### src/hw/rtl/vsc_pkg.sv
// Package for the Vigenere stream cipher unit: beat types, register codes and lookup tables.
package vsc_pkg;

    // Alphabet and key geometry.
    localparam int SYMBOL_COUNT  = 66;
    localparam int ALPHABET_SIZE = 66;
    localparam int MAX_KEY_LEN   = 8;
    localparam int EFF_SIZE      = (ALPHABET_SIZE < SYMBOL_COUNT) ? ALPHABET_SIZE : SYMBOL_COUNT;

    localparam int KEY_LEN_W    = 4;
    localparam int KEY_POS_W    = 3;
    localparam int SHIFT_W      = 7;
    localparam int KEY_SHIFTS_W = 56;
    localparam int CFG_IDX_W    = 2;
    localparam int CFG_DATA_W   = 56;

    localparam logic [KEY_LEN_W-1:0]    KEY_LEN_RESET    = 4'd2;
    localparam logic [KEY_SHIFTS_W-1:0] KEY_SHIFTS_RESET = 56'd129;

    // Configuration register indexes.
    typedef enum logic [CFG_IDX_W-1:0] {
        REG_KEY_LENGTH = 2'd0,
        REG_KEY_SHIFTS = 2'd1
    } t_cfg_reg;

    typedef struct packed {
        logic       command;
        logic [7:0] char_in;
        logic       start_message;
    } t_in_beat;

    typedef struct packed {
        logic [7:0] char_out;
        logic       passed_through;
    } t_out_beat;

    typedef struct packed {
        logic [CFG_IDX_W-1:0]  index;
        logic [CFG_DATA_W-1:0] data;
    } t_cfg_beat;

    localparam logic CMD_ENCRYPT = 1'b0;
    localparam logic CMD_DECRYPT = 1'b1;

    typedef logic [7:0]         t_byte_lut  [128];
    typedef logic [7:0]         t_idx_lut   [256];
    typedef logic [SHIFT_W-1:0] t_shift_lut [128];

    // Symbols in index order: a..z, n-tilde, hyphen, A..Z, comma, period, 0..9.
    localparam logic [7:0] SYMBOLS [SYMBOL_COUNT] = '{
        8'h61, 8'h62, 8'h63, 8'h64, 8'h65, 8'h66, 8'h67, 8'h68, 8'h69, 8'h6A, 8'h6B,
        8'h6C, 8'h6D, 8'h6E, 8'h6F, 8'h70, 8'h71, 8'h72, 8'h73, 8'h74, 8'h75, 8'h76,
        8'h77, 8'h78, 8'h79, 8'h7A,
        8'hF1, 8'h2D,
        8'h41, 8'h42, 8'h43, 8'h44, 8'h45, 8'h46, 8'h47, 8'h48, 8'h49, 8'h4A, 8'h4B,
        8'h4C, 8'h4D, 8'h4E, 8'h4F, 8'h50, 8'h51, 8'h52, 8'h53, 8'h54, 8'h55, 8'h56,
        8'h57, 8'h58, 8'h59, 8'h5A,
        8'h2C, 8'h2E,
        8'h30, 8'h31, 8'h32, 8'h33, 8'h34, 8'h35, 8'h36, 8'h37, 8'h38, 8'h39
    };

    // Index to byte, padded to the full 7-bit index range.
    function automatic t_byte_lut f_byte_lut();
        t_byte_lut lut;
        for (int i = 0; i < 128; i++) begin
            lut[i] = (i < SYMBOL_COUNT) ? SYMBOLS[i] : 8'h00;
        end
        return lut;
    endfunction

    // Byte to {found, index}; the first matching symbol wins.
    function automatic t_idx_lut f_idx_lut();
        t_idx_lut lut;
        for (int b = 0; b < 256; b++) begin
            lut[b] = 8'h00;
            for (int i = EFF_SIZE - 1; i >= 0; i--) begin
                if (SYMBOLS[i] == 8'(b)) begin
                    lut[b] = {1'b1, 7'(i)};
                end
            end
        end
        return lut;
    endfunction

    // Raw 7-bit key shift reduced modulo the effective alphabet size.
    function automatic t_shift_lut f_shift_lut();
        t_shift_lut lut;
        for (int i = 0; i < 128; i++) begin
            lut[i] = SHIFT_W'(i % EFF_SIZE);
        end
        return lut;
    endfunction

    localparam t_byte_lut  BYTE_LUT  = f_byte_lut();
    localparam t_idx_lut   IDX_LUT   = f_idx_lut();
    localparam t_shift_lut SHIFT_LUT = f_shift_lut();

endpackage

### src/hw/rtl/vsc_if.sv
// Handshake interfaces for the input, result and configuration channels.
interface vsc_in_if;
    logic               valid;
    logic               ready;
    vsc_pkg::t_in_beat  data;
    modport source (output valid, output data, input ready);
    modport sink   (input valid, input data, output ready);
endinterface

interface vsc_out_if;
    logic               valid;
    logic               ready;
    vsc_pkg::t_out_beat data;
    modport source (output valid, output data, input ready);
    modport sink   (input valid, input data, output ready);
endinterface

interface vsc_cfg_if;
    logic               valid;
    logic               ready;
    vsc_pkg::t_cfg_beat data;
    modport source (output valid, output data, input ready);
    modport sink   (input valid, input data, output ready);
endinterface

### src/hw/rtl/vigenere_stream_cipher_unit.sv
// Top level of the Vigenere stream cipher unit.
//
// The unit encrypts or decrypts a stream of Latin-1 bytes over a 66-symbol
// alphabet with a Vigenere key of up to eight shifts. Input beats arrive on
// i_in (command, char_in, start_message) and one result beat per input leaves
// on o_out (char_out, passed_through). Bytes outside the alphabet are copied
// unchanged with passed_through set, and they still advance the key.
// Key length and packed key shifts are written over i_cfg, which is always
// ready; write it only while no beat is in flight.
// The datapath is two register stages: the input stage captures the byte and
// the selected key shift, the output stage holds the finished result. One beat
// is accepted every cycle while the receiver keeps up, limited only by the table
// lookups and the modular add in between.
// When the receiver stalls, the result stays in the output register and the
// input stage still fills once, so the sender sees backpressure one beat
// later. A synchronous active-low reset empties both stages, puts the key
// position back to zero and restores key length 2 and key "bb".
module vigenere_stream_cipher_unit (
    input  logic       i_clk,
    input  logic       i_rst_n,
    vsc_in_if.sink     i_in,
    vsc_out_if.source  o_out,
    vsc_cfg_if.sink    i_cfg
);

    // Configuration registers.
    logic [vsc_pkg::KEY_LEN_W-1:0]    r_key_len;
    logic [vsc_pkg::KEY_SHIFTS_W-1:0] r_key_shifts;

    // Key position for the next byte.
    logic [vsc_pkg::KEY_POS_W-1:0] r_key_pos, n_key_pos;

    // Input stage.
    logic                        r_s1_vld;
    logic                        r_s1_cmd;
    logic [7:0]                  r_s1_byte;
    logic [vsc_pkg::SHIFT_W-1:0] r_s1_shift;

    // Output stage.
    logic               r_out_vld;
    vsc_pkg::t_out_beat r_out, n_out;

    logic in_acc;
    logic out_adv;
    logic s1_adv;

    // The output register can load when it is empty or being drained; the input
    // stage moves forward whenever the output can take its contents.
    assign out_adv = !r_out_vld || o_out.ready;
    assign s1_adv  = out_adv;
    assign i_in.ready = !r_s1_vld || s1_adv;
    assign in_acc  = i_in.valid && i_in.ready;

    assign i_cfg.ready = 1'b1;

    always_ff @(posedge i_clk) begin
        if (!i_rst_n) begin
            r_key_len    <= vsc_pkg::KEY_LEN_RESET;
            r_key_shifts <= vsc_pkg::KEY_SHIFTS_RESET;
        end else if (i_cfg.valid) begin
            case (vsc_pkg::t_cfg_reg'(i_cfg.data.index))
                vsc_pkg::REG_KEY_LENGTH: r_key_len <= i_cfg.data.data[vsc_pkg::KEY_LEN_W-1:0];
                vsc_pkg::REG_KEY_SHIFTS: r_key_shifts <= i_cfg.data.data;
                default: ;
            endcase
        end
    end

    // Key selection at the input: clamp the length, restart on start_message,
    // and fall back to position zero if the length was lowered below it.
    logic [vsc_pkg::KEY_LEN_W-1:0] eff_len;
    logic [vsc_pkg::KEY_POS_W-1:0] pos;
    logic [vsc_pkg::SHIFT_W-1:0]   raw_shift;

    always_comb begin
        if (r_key_len == '0) begin
            eff_len = vsc_pkg::KEY_LEN_W'(1);
        end else if (r_key_len > vsc_pkg::KEY_LEN_W'(vsc_pkg::MAX_KEY_LEN)) begin
            eff_len = vsc_pkg::KEY_LEN_W'(vsc_pkg::MAX_KEY_LEN);
        end else begin
            eff_len = r_key_len;
        end
        pos = i_in.data.start_message ? '0 : r_key_pos;
        if ({1'b0, pos} >= eff_len) begin
            pos = '0;
        end
        raw_shift = r_key_shifts[vsc_pkg::SHIFT_W * pos +: vsc_pkg::SHIFT_W];
        n_key_pos = pos + vsc_pkg::KEY_POS_W'(1);
    end

    always_ff @(posedge i_clk) begin
        if (!i_rst_n) begin
            r_key_pos <= '0;
            r_s1_vld  <= 1'b0;
        end else begin
            if (in_acc) begin
                r_key_pos <= n_key_pos;
            end
            if (i_in.ready) begin
                r_s1_vld <= i_in.valid;
            end
        end
    end

    always_ff @(posedge i_clk) begin
        if (in_acc) begin
            r_s1_cmd   <= i_in.data.command;
            r_s1_byte  <= i_in.data.char_in;
            r_s1_shift <= vsc_pkg::SHIFT_LUT[raw_shift];
        end
    end

    // Output stage logic: alphabet lookup, modular add or subtract, map back.
    logic [7:0] lut_ent;
    logic       found;
    logic [7:0] u;
    logic [7:0] sh;
    logic [7:0] sum;
    logic [7:0] res;

    localparam logic [7:0] N = 8'(vsc_pkg::EFF_SIZE);

    always_comb begin
        lut_ent = vsc_pkg::IDX_LUT[r_s1_byte];
        found   = lut_ent[7];
        u       = {1'b0, lut_ent[6:0]};
        sh      = {1'b0, r_s1_shift};
        sum     = u + sh;
        if (r_s1_cmd == vsc_pkg::CMD_DECRYPT) begin
            res = (u >= sh) ? (u - sh) : (u + N - sh);
        end else begin
            res = (sum >= N) ? (sum - N) : sum;
        end
        if (found) begin
            n_out.char_out       = vsc_pkg::BYTE_LUT[res[6:0]];
            n_out.passed_through = 1'b0;
        end else begin
            n_out.char_out       = r_s1_byte;
            n_out.passed_through = 1'b1;
        end
    end

    always_ff @(posedge i_clk) begin
        if (!i_rst_n) begin
            r_out_vld <= 1'b0;
        end else if (out_adv) begin
            r_out_vld <= r_s1_vld;
        end
    end

    always_ff @(posedge i_clk) begin
        if (out_adv && r_s1_vld) begin
            r_out <= n_out;
        end
    end

    assign o_out.valid = r_out_vld;
    assign o_out.data  = r_out;

    // A restarted message always leaves the key at its second entry.
    a_start_pos: assert property (@(posedge i_clk) disable iff (!i_rst_n)
        in_acc && i_in.data.start_message |=> r_key_pos == vsc_pkg::KEY_POS_W'(1))
        else $error("key position not advanced after start of message");

    // A stalled result is never dropped.
    a_out_hold: assert property (@(posedge i_clk) disable iff (!i_rst_n)
        r_out_vld && !o_out.ready |=> r_out_vld && $stable(r_out))
        else $error("stalled result lost or changed");

    // A waiting input stage keeps its beat until the output can take it.
    a_s1_hold: assert property (@(posedge i_clk) disable iff (!i_rst_n)
        r_s1_vld && !s1_adv |=> r_s1_vld && $stable(r_s1_byte) && $stable(r_s1_shift))
        else $error("input stage beat lost while stalled");

    // A transformed byte always lies in the alphabet.
    a_in_alpha: assert property (@(posedge i_clk) disable iff (!i_rst_n)
        r_out_vld && !r_out.passed_through |-> vsc_pkg::IDX_LUT[r_out.char_out][7])
        else $error("cipher output outside alphabet");

endmodule

### src/flat_wrapper.sv
// flat-port wrapper written by rule: the top's interface ports become plain ports
module vigenere_stream_cipher_unit_flat 
  (i_clk, i_rst_n, i_in_valid, i_in_data, i_in_ready, o_out_valid, o_out_data, o_out_ready, i_cfg_valid, i_cfg_data, i_cfg_ready);
  vsc_in_if i_in_i ();
  vsc_out_if o_out_i ();
  vsc_cfg_if i_cfg_i ();
  input  logic i_clk;
  input  logic i_rst_n;
  input wire logic [$bits(i_in_i.valid)-1:0] i_in_valid;
  input wire logic [$bits(i_in_i.data)-1:0] i_in_data;
  output wire logic [$bits(i_in_i.ready)-1:0] i_in_ready;
  output wire logic [$bits(o_out_i.valid)-1:0] o_out_valid;
  output wire logic [$bits(o_out_i.data)-1:0] o_out_data;
  input wire logic [$bits(o_out_i.ready)-1:0] o_out_ready;
  input wire logic [$bits(i_cfg_i.valid)-1:0] i_cfg_valid;
  input wire logic [$bits(i_cfg_i.data)-1:0] i_cfg_data;
  output wire logic [$bits(i_cfg_i.ready)-1:0] i_cfg_ready;
  assign i_in_i.valid = i_in_valid;
  assign i_in_i.data = i_in_data;
  assign i_in_ready = i_in_i.ready;
  assign o_out_valid = o_out_i.valid;
  assign o_out_data = o_out_i.data;
  assign o_out_i.ready = o_out_ready;
  assign i_cfg_i.valid = i_cfg_valid;
  assign i_cfg_i.data = i_cfg_data;
  assign i_cfg_ready = i_cfg_i.ready;
  vigenere_stream_cipher_unit u_core (.i_clk(i_clk), .i_rst_n(i_rst_n), .i_in(i_in_i), .o_out(o_out_i), .i_cfg(i_cfg_i));
endmodule
### config.mk
export PLATFORM = sky130hd
export DESIGN_NAME = vigenere_stream_cipher_unit_flat
export DESIGN_NICKNAME = d
export VERILOG_FILES = /design/src/hw/rtl/vsc_pkg.sv /design/src/hw/rtl/vsc_if.sv /design/src/hw/rtl/vigenere_stream_cipher_unit.sv /design/src/flat_wrapper.sv
export SDC_FILE = /design/constraint.sdc
export NUM_CORES = 1
export LEC_CHECK = 0
export BUFFER_PORTS_ARGS = -buffer_cell sky130_fd_sc_hd__buf_2
export CAP_MARGIN = 20
export CORE_MARGIN = 2
export CORE_UTILIZATION = 54
export DETAILED_ROUTE_END_ITERATION = 12
export GPL_TIMING_DRIVEN = 0
export PLACE_DENSITY = 0.77
export SETUP_SLACK_MARGIN = 0.02
export SLEW_MARGIN = 30
export SYNTH_ARGS = -nofsm -noshare
export SYNTH_HDL_FRONTEND = slang
export SYNTH_SLANG_ARGS = --single-unit
### constraint.sdc
create_clock -name i_clk -period 5.55 [get_ports i_clk]
set_input_delay 0.2775 -clock i_clk [delete_from_list [all_inputs] [get_ports i_clk]]
set_output_delay 0.2775 -clock i_clk [all_outputs]
set_load 0.1 [all_outputs]
# ---- Word-level counts from Yosys, hierarchy flattened
# Memories as Yosys holds them, arrays and structs flattened. A register that Yosys moved wholly into a read port is not among the register bits.
# Index checks and enable logic that the tools add are counted.
dict set report totals {
  mem_bits_ro 3968
  input_bits 73
  mem_count 3
  regBits 83
  latchBits 0
  ram_bits 0
  wordCells 52
}
# memory depth width rd rd_clocked_by_memory_dff write_ports line
set mem_list {}
lappend mem_list {{(name not given)} 256 8 1 0 0 vigenere_stream_cipher_unit.sv:124} ;# lut_ent = vsc_pkg::IDX_LUT[r_s1_byte];
lappend mem_list {{(name not given)} 128 8 1 0 0 vigenere_stream_cipher_unit.sv:135} ;# n_out.char_out = vsc_pkg::BYTE_LUT[res[6:0]];
lappend mem_list {{(name not given)} 128 7 1 1 0 vigenere_stream_cipher_unit.sv:109} ;# r_s1_shift <= vsc_pkg::SHIFT_LUT[raw_shift];
dict set report op_classes {
  shift 1
  order_cmp 6
  reduce_logical 10
  multipliers 1
  n_bitwise 3
  div 0
  n_mux 12
  eq_ne 1
  addsub 6
}
# op n
set op_table {}
lappend op_table {{indexed part select 56 x 7 -> 7 bit} 1}
lappend op_table {{two-way mux 8 bit} 4}
lappend op_table {{two-way mux 7 bit} 3}
lappend op_table {{inverter 7 -> 8 bit} 2}
lappend op_table {{subtractor 7 bit} 2}
lappend op_table {{greater-or-equal comparator 9 bit (second input constant)} 1}
lappend op_table {{two-way mux 9 bit} 1}
lappend op_table {{inverter 8 -> 9 bit} 1}
lappend op_table {{adder 7 x 7 -> 8 bit} 1}
lappend op_table {{greater-or-equal comparator 8 x 7 -> 1 bit (second input constant)} 1}
lappend op_table {{greater-or-equal comparator 8 bit (second input constant)} 1}
lappend op_table {{two-way mux 4 bit} 2}
lappend op_table {{adder 7 bit (second input constant)} 1}
lappend op_table {{greater-or-equal comparator 7 bit} 1}
lappend op_table {{subtractor 7 bit (second input constant)} 1}
lappend op_table {{multiplier 3 x 3 -> 6 bit (first input constant)} 1}
lappend op_table {{two-way mux 3 bit} 2}
lappend op_table {{greater-or-equal comparator 3 x 4 -> 1 bit} 1}
lappend op_table {{greater-than comparator 4 bit (second input constant)} 1}
lappend op_table {{logical NOT 4 bit} 1}
lappend op_table {{AND reduction 2 bit} 2}
lappend op_table {{adder 3 x 1 -> 3 bit (second input constant)} 1}
lappend op_table {{equality test 2 x 1 -> 1 bit (second input constant)} 1}
lappend op_table {{logical AND 1 bit} 2}
lappend op_table {{other kinds (3)} 5}

# ---- Depth between registers and ports, before layout
# Gate-level depths: netlist (run 1).
dict set report logic_depth {
  ltp_word 13
  depth_mapped 26
  mapped_depth_nobuf 25
}

# ---- Worst setup path after synthesis (run 1)
# Ideal clock, no wire load.
dict set report synth_timing {
  kind {flip-flop to flip-flop}
  from {register u_core.r_s1_byte[0]}
  to {register u_core.r_out (netlist bit u_core.o_out.data[2]) (data pin)}
  path_stages_with_launch 27
  required_ns 5.280
  setup_ns 0.270
  synth_period_minus_slack_ns 5.185
  setup_slack_ns 0.365
  path_buffers 1
  arrival_ns 4.915
  cell_sequence {edfxtp_1 inv_1 ha_1 nor2_1 a21oi_1 nand2_1 o21ai_0 nand3_1 a21o_1 inv_1 ha_1 inv_1 fa_1 clkbuf_1 or3_1 a211oi_2 o32ai_1 a22oi_4 xnor2_1 o211ai_1 a22oi_1 inv_1 ha_1 a2111oi_0 a31oi_1 a21oi_1 o41ai_2}
}
# element line
set synth_rtl {}
lappend synth_rtl {{start, declared} vigenere_stream_cipher_unit.sv:36} ;# logic [7:0] r_s1_byte;
lappend synth_rtl {{start signal, assigned} vigenere_stream_cipher_unit.sv:108} ;# r_s1_byte <= i_in.data.char_in;
lappend synth_rtl {{end signal, assigned} vigenere_stream_cipher_unit.sv:153} ;# r_out <= n_out;
lappend synth_rtl {{end, declared} vigenere_stream_cipher_unit.sv:41} ;# vsc_pkg::t_out_beat r_out, n_out;

==> impl_metrics.env, run 1 <==
export IMPL_hpwlAfterDp_um=13500
export IMPL_rsz0062_at_grt="no"
export IMPL_drv_slew=0
export IMPL_synth_distinct_cells=96
export IMPL_crit_end="u_core.o_out.data[1]"
export IMPL_cpPeakStageDelay_ns=0.41
export IMPL_synth_largest_area_cell="dfxtp_1"
export IMPL_worst_pin_slew_ns=0.8824
export IMPL_skew_ns=0.008004
export IMPL_clkSinkCount=90
export IMPL_grt_max_degree=22
export IMPL_cts_tree="yes"
export IMPL_synth_common_cells="184 x nand2_1, 89 x a21oi_1, 65 x dfxtp_1, 49 x nor2_1, 39 x ha_1"
export IMPL_syn_nets=938
export IMPL_syn_cell_area_mm2=0.006653
export IMPL_crit_start="u_core.r_s1_byte[1]"
export IMPL_hold_path_class="in -> reg"
export IMPL_power_total_uw=2183
export IMPL_yosysMostFrequentCell="nand2_1"
export IMPL_drtIter0Drc=589
export IMPL_cts_root_buf="clkbuf_16"
export IMPL_wirelength_um=17740
export IMPL_arrival_ns=5.40
export IMPL_ant_nets=0
export IMPL_antenna_found_initial=0
export IMPL_rr_endpoint="u_core.o_out.data[1]"
export IMPL_port_buffer_count=83
export IMPL_worst_r2r_setup_slack_ns=0.25
export IMPL_peakVddDrop_v=0.0002060
export IMPL_grt_pass1_wl_um=28290
export IMPL_fmax_mhz=188.6
export IMPL_yosysTopAreaCellShare=0.1956
export IMPL_utilization=0.6419
export IMPL_start_util=0.5539
export IMPL_io_pins=85
export IMPL_dpl_worst_slack_ns=-0.6399
export IMPL_min_period_over_period=0.9556
export IMPL_dieArea_mm2=0.01322
export IMPL_synthFlopType="dfxtp_1"
export IMPL_outcome="finished clean"
export IMPL_critPathLaunchType="flip-flop"
export IMPL_fin_cells=1074
export IMPL_synth_seq_area_share=0.3084
export IMPL_synth_cells=819
export IMPL_relSlewSlack=0.4105
export IMPL_coreArea_mm2=0.01201
export IMPL_ff2ff_path_depth=20
export IMPL_drcViolationCount=0
export IMPL_crit_chain="inv_2, ha_1, mux2i_1, o21ai_0, o21ai_0, a21oi_1, o221a_2, o31a_1, ha_2, or3_1, a211oi_2, nor2_1, a221oi_4, nand3_4, o311a_4, mux2i_4, and2_4, mux2i_1, a211oi_2, or3_1"
export IMPL_h_tree_depth=3
export IMPL_syn_to_final_growth_pct=15.89
export IMPL_cts_clk_slew_worst_paths_ns=0.07
export IMPL_rows=40
export IMPL_via_per_inst=5.924
export IMPL_globalplace_congestion=0.9280
export IMPL_firstDrtPassIters=8
export IMPL_crit_required_ns=5.64
export IMPL_hold_buffers=0
export IMPL_die_height_um=115.0
export IMPL_tns_ns=0
export IMPL_grt_pass1_vias=5788
export IMPL_synthTopCellsByArea="dfxtp_1 20%, edfxtp_1 11%, nand2_1 10%, ha_1 7.3%, a21oi_1 6.7%"
export IMPL_drive_gt1_frac=0.2019
export IMPL_r2r_start="u_core.r_s1_byte[1]"
export IMPL_wl_per_cell_um=16.52
export IMPL_p_per_area_mw_per_mm2=283.1
export IMPL_synthArstFlopShare=0
export IMPL_cp_end_kind="flip-flop"
export IMPL_placed_cells=1049
export IMPL_synth_area_per_cell_um2=8.123
export IMPL_die_w_um=115.0
export IMPL_clk_path_buf_depth=2
export IMPL_path_buf_inv=1
export IMPL_ys_warn_count=0
export IMPL_setup_ws_ns=0.2465
export IMPL_fin_nets=1041
export IMPL_layout_min_cycle_time_ns=5.304
export IMPL_cp_num_cells=20
export IMPL_p_leak_uw=0.003083
export IMPL_hold_violations=0
export IMPL_setup_viol_count_final=0
export IMPL_crit_fanout=6
export IMPL_grt_overflow=0
export IMPL_vias=6362
export IMPL_clk_latency_ns=0.35
export IMPL_worst_setup_path_type="reg -> reg"
export IMPL_synth_edf_count=25
export IMPL_cts_buffers=9
export IMPL_grtUsageTotal=0.2707
export IMPL_cap_violations=0
export IMPL_crit_path_top_delay_cell="edfxtp_1"
export IMPL_ys_ff_latch=90
export IMPL_cp_top_family="compound AO/OA/AOI/OAI gates"
worst reg2reg max path: stages, from the launching register on:
cell and delay, ns:
edfxtp_1 0.41, inv_2 0.13, ha_1 0.30, mux2i_1 0.15, o21ai_0 0.08, o21ai_0 0.10
a21oi_1 0.09, o221a_2 0.24, o31a_1 0.30, ha_2 0.34, or3_1 0.37, a211oi_2 0.32
nor2_1 0.13, a221oi_4 0.41, nand3_4 0.14, o311a_4 0.39, mux2i_4 0.24, and2_4 0.21
mux2i_1 0.23, a211oi_2 0.09, or3_1 0.39
layout make-up:
| type | count | area, um2 |
|---|---|---|
| inverters | 39 | 146.4 |
| multi-input cells | 643 | 4292 |
| flip-flops and latches | 90 | 2052 |
| clock buffers | 13 | 282.8 |
| repair buffers | 94 | 498.0 |
| plain buffers | 45 | 236.5 |
| diodes | 1 | 2.502 |
| fillers | 1089 | 4302 |
| clock inverters | 2 | 16.27 |
| well taps | 147 | 183.9 |
placed cells by master (no fill, tap or decap), drive strengths merged, types with 4 or more instances in the layout:
master and count:
nor3b 4, o21ai 37, inv 38, mux4 6, or3 8, nand2b 8
a311oi 6, a21oi 91, o31a 4, a21boi 4, fa 7, and3 5
mux2 4, a21o 9, xor2 5, mux2i 19, o211ai 6, a31oi 9
xnor2 10, a211o 5, ha 39, dfxtp 65, a22oi 4, buf 111
a211oi 12, nand2 185, clkbuf 41, and2 11, nor2 51, edfxtp 25
nor3 8, nand3 22, o2111ai 6, nor2b 13
registers in the layout, summed over array words and instances, names as in the netlist:
register             flops
u_core.o_out.valid       1
u_core.o_out.data        9
u_core.r_s1_vld          1
u_core.r_key_pos         3
u_core.r_key_shifts     56
u_core.r_s1_cmd          1
u_core.r_s1_byte         8
u_core.r_key_len         4
u_core.r_s1_shift        7
where the power goes:
group	leakage, uW	switching [uW]	internal, uW	total [uW]
clock network	0.000143	261	358	619
registers	0.000772	20.0	712	732
logic	0.00217	503	328	831
worst min path at each step:
stage               slack (ns)                      end                     from  depth (start not counted)
floorplan                 0.34      u_core.r_key_len[1]                  i_rst_n                          1
global placement          0.44  u_core.r_key_shifts[47]  u_core.r_key_shifts[47]                          2
detailed placement        0.45   u_core.r_key_shifts[4]   u_core.r_key_shifts[4]                          2
CTS                        0.1      u_core.r_s1_byte[5]             i_in_data[6]                          1
global route               0.1      u_core.r_s1_byte[6]             i_in_data[7]                          1
finish                    0.10      u_core.r_s1_byte[6]             i_in_data[7]                          1
through the flow:
| step | hold slack (ns) | instance area (um2) |
|---|---|---|
| detailed placement | 0.4464 | 7253 |
| global placement | 0.4413 | 7252 |
| finish | 0.1003 | 7710 |
| floorplan | 0.3394 | 6653 |
| CTS | 0.09766 | 7611 |
| global route | 0.09747 | 7707 |
what timing repair did:
item | 4_1_cts | 5_1_grt
pin swaps | 1 | 5
gates resized for setup | 8 | 16
setup endpoints to repair | 6 | 7
buffers inserted | 3 | 8
per-layer routing:
metal,vias up,wire [um],part of all wire,track usage
met3,47,1243,0.070,0.04902
met5,-,0,0,0
met1,2937,7657,0.43,0.3580
li1,3076,-,-,-
met4,0,584,0.033,0.1124
met2,302,8260,0.47,0.4384
kinds of logic after synthesis:
kind of cell,count (synthesis),share of synthesized area
and+or+nand+nor,332,0.2321
AOI/OAI and AO/OA,218,0.2219
DFF,90,0.3084
buffers and inverters,86,0.05793
adders and majority gates,47,0.09592
muxes,29,0.05999
xor gates and xnor gates,16,0.02313
other,1,0.0005637
(Power assumes the default switching activity.)
==> run 2, diff against run 1 <==
--- a/config.mk
+++ b/config.mk
@@ -7,11 +7,11 @@
 export LEC_CHECK = 0
 export BUFFER_PORTS_ARGS = -buffer_cell sky130_fd_sc_hd__buf_2
 export CAP_MARGIN = 20
-export CORE_MARGIN = 2
 export CORE_UTILIZATION = 54
 export DETAILED_ROUTE_END_ITERATION = 12
 export GPL_TIMING_DRIVEN = 0
 export PLACE_DENSITY = 0.77
+export RECOVER_POWER = 50
 export SETUP_SLACK_MARGIN = 0.02
 export SLEW_MARGIN = 30
 export SYNTH_ARGS = -nofsm -noshare
==> impl_metrics.env, run 2 (same netlist as run 1, synthesis figures left out) <==
export IMPL_peakVddDrop_v=0.0001971
export IMPL_drtIter0Drc=594
export IMPL_crit_fanout=8
export IMPL_grtUsageTotal=0.2826
export IMPL_fmax_mhz=186.9
export IMPL_drive_gt1_frac=0.1944
export IMPL_vias=6241
export IMPL_hpwlAfterDp_um=13320
export IMPL_cts_clk_slew_worst_paths_ns=0.07
export IMPL_critPathLaunchType="flip-flop"
export IMPL_rows=40
export IMPL_relSlewSlack=0.2253
export IMPL_coreArea_mm2=0.01201
export IMPL_dieArea_mm2=0.01277
export IMPL_grt_max_degree=22
export IMPL_hold_buffers=0
export IMPL_hold_path_class="in -> reg"
export IMPL_crit_required_ns=5.64
export IMPL_fin_nets=1040
export IMPL_cts_tree="yes"
export IMPL_placed_area_mm2=0.007253
export IMPL_cap_violations=0
export IMPL_min_period_over_period=0.9639
export IMPL_antenna_found_initial=1
export IMPL_wl_per_cell_um=16.50
export IMPL_cp_end_kind="flip-flop"
export IMPL_worst_setup_path_type="reg -> reg"
export IMPL_crit_start="u_core.r_s1_byte[0]"
export IMPL_ff2ff_path_depth=21
export IMPL_clkSinkCount=90
export IMPL_crit_end="u_core.o_out.data[1]"
export IMPL_die_w_um=113.0
export IMPL_cts_buffers=9
export IMPL_io_pins=85
export IMPL_wirelength_um=17720
export IMPL_start_util=0.5539
export IMPL_final_fill_count=1078
export IMPL_p_per_area_mw_per_mm2=284.5
export IMPL_die_height_um=113.0
export IMPL_clk_path_buf_depth=2
export IMPL_h_tree_depth=3
export IMPL_p_leak_uw=0.003063
export IMPL_worst_r2r_setup_slack_ns=0.20
export IMPL_globalplace_congestion=0.9390
export IMPL_largest_reg_flops=56
export IMPL_skew_ns=0.01254
export IMPL_via_per_inst=5.811
export IMPL_ant_nets=0
export IMPL_clk_latency_ns=0.35
export IMPL_grt_pass1_wl_um=28530
export IMPL_drcViolationCount=0
export IMPL_outcome="finished clean"
export IMPL_rr_endpoint="u_core.o_out.data[1]"
export IMPL_layout_min_cycle_time_ns=5.350
export IMPL_placed_cells=1049
export IMPL_r2r_start="u_core.r_s1_byte[0]"
export IMPL_grt_overflow=0
export IMPL_grt_pass1_vias=5867
export IMPL_drv_slew=0
export IMPL_hold_violations=0
export IMPL_port_buffer_count=83
export IMPL_regMostFlops="u_core.r_key_shifts"
export IMPL_syn_to_final_growth_pct=16.23
export IMPL_worst_pin_slew_ns=1.167
export IMPL_firstDrtPassIters=5
export IMPL_layout_common_cells="184 x nand2_1, 89 x a21oi_1, 76 x buf_2, 65 x dfxtp_1, 49 x nor2_1"
export IMPL_arrival_ns=5.44
export IMPL_setup_viol_count_final=0
export IMPL_cts_root_buf="clkbuf_16"
export IMPL_fin_cells=1074
export IMPL_stdcell_area_mm2=0.007732
export IMPL_final_common_cell="nand2_1"
-- run 2: changes by cell type in the layout (fill, tap and decap cells not counted), sizes merged --
cell and change:
clkinv +1, inv +2, bufinv +1, clkinvlp -1, clkbuf +12, buf -15
-- run 2: timing repair --
item                                   in CTS  in global routing
setup buffers                               3                  7
pin swaps                                   1                  3
resized for setup                           6                 30
setup endpoints to repair                   6                  7
endpoints found under the hold margin       0                  0
-- run 2: worst min-delay path by stage --
stage / slack, ns / to / cells after the start / from
final: 0.1 / u_core.r_s1_byte[7] / 1 / i_in_data[8]
after global routing: 0.09 / u_core.r_s1_byte[1] / 1 / i_in_data[2]
after CTS: 0.09 / u_core.r_s1_byte[7] / 1 / i_in_data[8]
after detailed placement: 0.45 / u_core.r_key_shifts[36] / 2 / u_core.r_key_shifts[36]
after global placement: 0.44 / u_core.r_key_shifts[49] / 2 / u_core.r_key_shifts[49]
after floorplan: 0.34 / u_core.r_key_len[1] / 1 / i_rst_n
-- run 2: routing by layer --
layer,global-route usage,up-vias,part of all wire
li1,-,3074,-
met1,0.3566,2862,0.43
met2,0.4700,253,0.47
met3,0.05035,52,0.060
met4,0.1360,0,0.041
met5,0,-,0
-- run 2: critical path, cell delays in order (launching register included) --
cell and delay [ns]:
edfxtp_1 0.42, inv_2 0.13, ha_2 0.32, nor2_1 0.11, a211oi_1 0.06, a21oi_1 0.16, a221o_1 0.17, and2_1 0.21
inv_1 0.13, fa_2 0.47, or3_1 0.35, a211oi_2 0.33, nor2_1 0.13, a221oi_4 0.40, nand3_4 0.14, o311a_4 0.39
mux2i_4 0.21, buf_4 0.16, a21oi_4 0.20, o21ai_1 0.10, o2bb2ai_1 0.14, or3_1 0.36
-- run 2: power breakdown --
group | switching [uW] | internal [uW]
Clock | 265 | 354
Combinational | 514 | 335
Sequential | 20.3 | 712
Total | 799 | 1400
-- run 2: layout make-up --
type | instances | area, um2 | share of cell area
clock buffer | 11 | 232.7 | 0.03010
buffer | 45 | 242.7 | 0.03139
multi-input combinational | 643 | 4333 | 0.5604
tap | 147 | 183.9 | 0.02379
sequential | 90 | 2052 | 0.2654
clock inverter | 5 | 62.56 | 0.008091
timing repair buffer | 93 | 476.7 | 0.06165
antenna | 1 | 2.502 | 0.0003236
inverter | 39 | 146.4 | 0.01893
-- run 2: metrics by stage --
step | utilization | TNS, ns | setup WS, ns | hold WS [ns] | total power, uW
global route | 0.6435 | -0.01781 | -0.01781 | 0.09035 | 2309
finish | 0.6438 | 0 | 0.2003 | 0.09934 | 2200
floorplan | - | 0 | 0.3655 | 0.3394 | 1355
detailed placement | 0.6039 | -1.543 | -0.6147 | 0.4465 | 1528
CTS | 0.6322 | 0 | 0.07870 | 0.09296 | 2155
global placement | 0.6038 | -1.565 | -0.6311 | 0.4415 | 1519
==> run 3, diff against run 2 <==
--- a/config.mk
+++ b/config.mk
@@ -7,10 +7,10 @@
 export LEC_CHECK = 0
 export BUFFER_PORTS_ARGS = -buffer_cell sky130_fd_sc_hd__buf_2
 export CAP_MARGIN = 20
-export CORE_UTILIZATION = 54
+export CORE_UTILIZATION = 43
 export DETAILED_ROUTE_END_ITERATION = 12
 export GPL_TIMING_DRIVEN = 0
-export PLACE_DENSITY = 0.77
+export PLACE_DENSITY = 0.64
 export RECOVER_POWER = 50
 export SETUP_SLACK_MARGIN = 0.02
 export SLEW_MARGIN = 30
==> impl_metrics.env, run 3 (same netlist as run 1, synthesis figures left out) <==
export IMPL_outcome="finished clean"
export IMPL_antenna_found_initial=1
export IMPL_drive_gt1_frac=0.1972
export IMPL_worst_pin_slew_ns=1.176
export IMPL_cp_top_family="compound AO/OA/AOI/OAI gates"
export IMPL_rr_endpoint="u_core.o_out.data[2]"
export IMPL_p_int_uw=1437
export IMPL_crit_top_cell="buf_4"
export IMPL_ff2ff_path_depth=21
export IMPL_min_delay_start="i_in_data[9]"
export IMPL_min_delay_path_depth=1
export IMPL_r2r_start="u_core.r_s1_byte[2]"
export IMPL_firstDrtPassIters=5
export IMPL_cap_violations=0
export IMPL_regMostFlops="u_core.r_key_shifts"
export IMPL_rsz0062_at_grt="no"
export IMPL_grt_overflow=0
export IMPL_wl_per_cell_um=16.23
export IMPL_combPwrFrac=0.377
export IMPL_relSlewSlack=0.2195
export IMPL_worst_setup_path_type="reg -> reg"
export IMPL_globalplace_congestion=0.8856
export IMPL_layout_min_cycle_time_ns=5.329
export IMPL_drv_slew=0
export IMPL_multi_input_area_mm2=0.004323
export IMPL_min_delay_worst_endpoint="u_core.r_s1_cmd"
export IMPL_cts_root_buf="clkbuf_16"
export IMPL_p_switching_uw=801.5
export IMPL_path_buf_inv=4
export IMPL_setup_viol_count_final=0
export IMPL_fin_nets=1042
export IMPL_crit_chain="buf_4, clkbuf_2, or2b_1, o21ai_0, a21oi_1, o221a_2, o31a_1, ha_2, or3_4, a211oi_4, nor2_1, a221oi_4, buf_4, nand3_4, o211ai_1, a22oi_2, buf_4, ha_1, o2111ai_1, a21oi_2, o41ai_2"
export IMPL_wirelength_um=18110
export IMPL_stdcell_area_mm2=0.007811
export IMPL_crit_fanout=10
export IMPL_utilization=0.5157
export IMPL_regArea_mm2=0.002052
export IMPL_die_height_um=126.4
export IMPL_h_tree_depth=3
export IMPL_tns_ns=0
export IMPL_hold_path_class="in -> reg"
export IMPL_cts_tree="yes"
export IMPL_dieArea_mm2=0.01597
export IMPL_crit_path_top_delay_cell="edfxtp_1"
export IMPL_start_util=0.4392
export IMPL_drtIter0Drc=370
export IMPL_critPathLaunchType="flip-flop"
export IMPL_p_clk_frac=0.296
export IMPL_cts_clk_slew_worst_paths_ns=0.07
export IMPL_hold_violations=0
export IMPL_syn_to_final_growth_pct=17.42
export IMPL_drcViolationCount=0
export IMPL_arrival_ns=5.47
export IMPL_final_fill_count=1490
export IMPL_netSwitchingFraction=0.3580
export IMPL_grt_pass1_vias=5711
export IMPL_via_per_inst=5.517
export IMPL_hpwlAfterDp_um=13860
export IMPL_cpPeakStageDelay_ns=0.39
export IMPL_grt_pass1_wl_um=29110
export IMPL_crit_start="u_core.r_s1_byte[2]"
export IMPL_port_buffer_count=83
export IMPL_seqPwrFrac=0.327
export IMPL_largest_reg_flops=56
export IMPL_vias=6157
export IMPL_die_w_um=126.4
export IMPL_clk_latency_ns=0.35
export IMPL_layout_common_cells="184 x nand2_1, 88 x a21oi_1, 75 x buf_2, 65 x dfxtp_1, 47 x nor2_1"
export IMPL_power_total_uw=2239
export IMPL_clkSinkCount=90
export IMPL_grt_max_degree=22
export IMPL_hold_buffers=0
export IMPL_peakVddDrop_v=0.0001676
export IMPL_rows=45
export IMPL_crit_required_ns=5.69
export IMPL_p_per_area_mw_per_mm2=286.6
export IMPL_placed_area_mm2=0.007305
export IMPL_cts_buffers=9
export IMPL_io_pins=85
export IMPL_fin_hold_ws_ns=0.09539
export IMPL_cp_end_kind="flip-flop"
export IMPL_min_period_over_period=0.9603
export IMPL_num_antenna_cells=0
export IMPL_skew_ns=0.007478
export IMPL_grtUsageTotal=0.2315
export IMPL_coreArea_mm2=0.01515
export IMPL_ant_nets=0
export IMPL_worst_r2r_setup_slack_ns=0.22
export IMPL_final_common_cell="nand2_1"
export IMPL_fmax_mhz=187.6
export IMPL_p_leak_uw=0.003080
export IMPL_clk_path_buf_depth=2
[run 3: cell count changes in the layout (fill, tap and decap cells not counted), moves of 2 or more]
cell and delta:
nor2_2 +2, a21oi_2 +2, buf_4 +2, nor2_1 -2
[run 3: worst max path at each step]
stage | to | slack, ns | depth (start not counted)
3_5_place_dp | u_core.o_out.data[2] | -0.63 | 26
6_report | u_core.o_out.data[2] | 0.22 | 21
3_3_place_gp | u_core.o_out.data[2] | -0.67 | 26
4_1_cts | u_core.o_out.data[1] | 0.09 | 20
2_1_floorplan | u_core.o_out.data[2] | 0.37 | 26
5_1_grt | u_core.o_out.data[1] | 0.02 | 23
[run 3: what timing repair did]
item	CTS	global route
pin swaps	1	7
setup buffers	3	9
resized for setup	6	28
setup endpoints to repair	6	7
[run 3: worst register-to-register path, delay by kind of cell (launching register included)]
| kind | cells | cell delay [ns] |
|---|---|---|
| compound gates | 11 | 2.42 |
| simple gates | 4 | 0.88 |
| flops | 1 | 0.39 |
| fa+ha+maj | 2 | 0.67 |
| buf+inv | 4 | 0.78 |
[run 3: layout make-up]
class,instances,share of cell area
Multi-Input combinational cell,643,0.5534
Sequential cell,90,0.2627
Timing Repair Buffer,95,0.06279
Clock buffer,12,0.03428
Buffer,45,0.03075
Tap cell,188,0.03011
Inverter,39,0.01874
Clock inverter,4,0.007208
[run 3: through the flow]
stage                     cells  setup slack, ns
after floorplan             819           0.3655
after global placement     1090          -0.6735
after detailed placement   1090          -0.6252
after CTS                  1108          0.08700
after global routing       1116          0.02010
final                      1116           0.2205
[run 3: power by group through the flow]
| stage | clock network [uW] | logic (uW) | registers (uW) |
|---|---|---|---|
| global placement | 0 | 787 | 747 |
| floorplan | 0 | 571 | 784 |
| global route | 699 | 921 | 736 |
| detailed placement | 0 | 789 | 747 |
| CTS | 677 | 807 | 731 |
| finish | 662 | 844 | 732 |
[run 3: routing by layer]
layer,up-vias,routed length [um],share of wire,GRT usage
met3,35,819,0.045,0.03458
li1,3074,-,-,-
met2,197,8509,0.47,0.3789
met4,2,595,0.033,0.1113
met5,-,10,0.00055,0
met1,2849,8176,0.45,0.2998
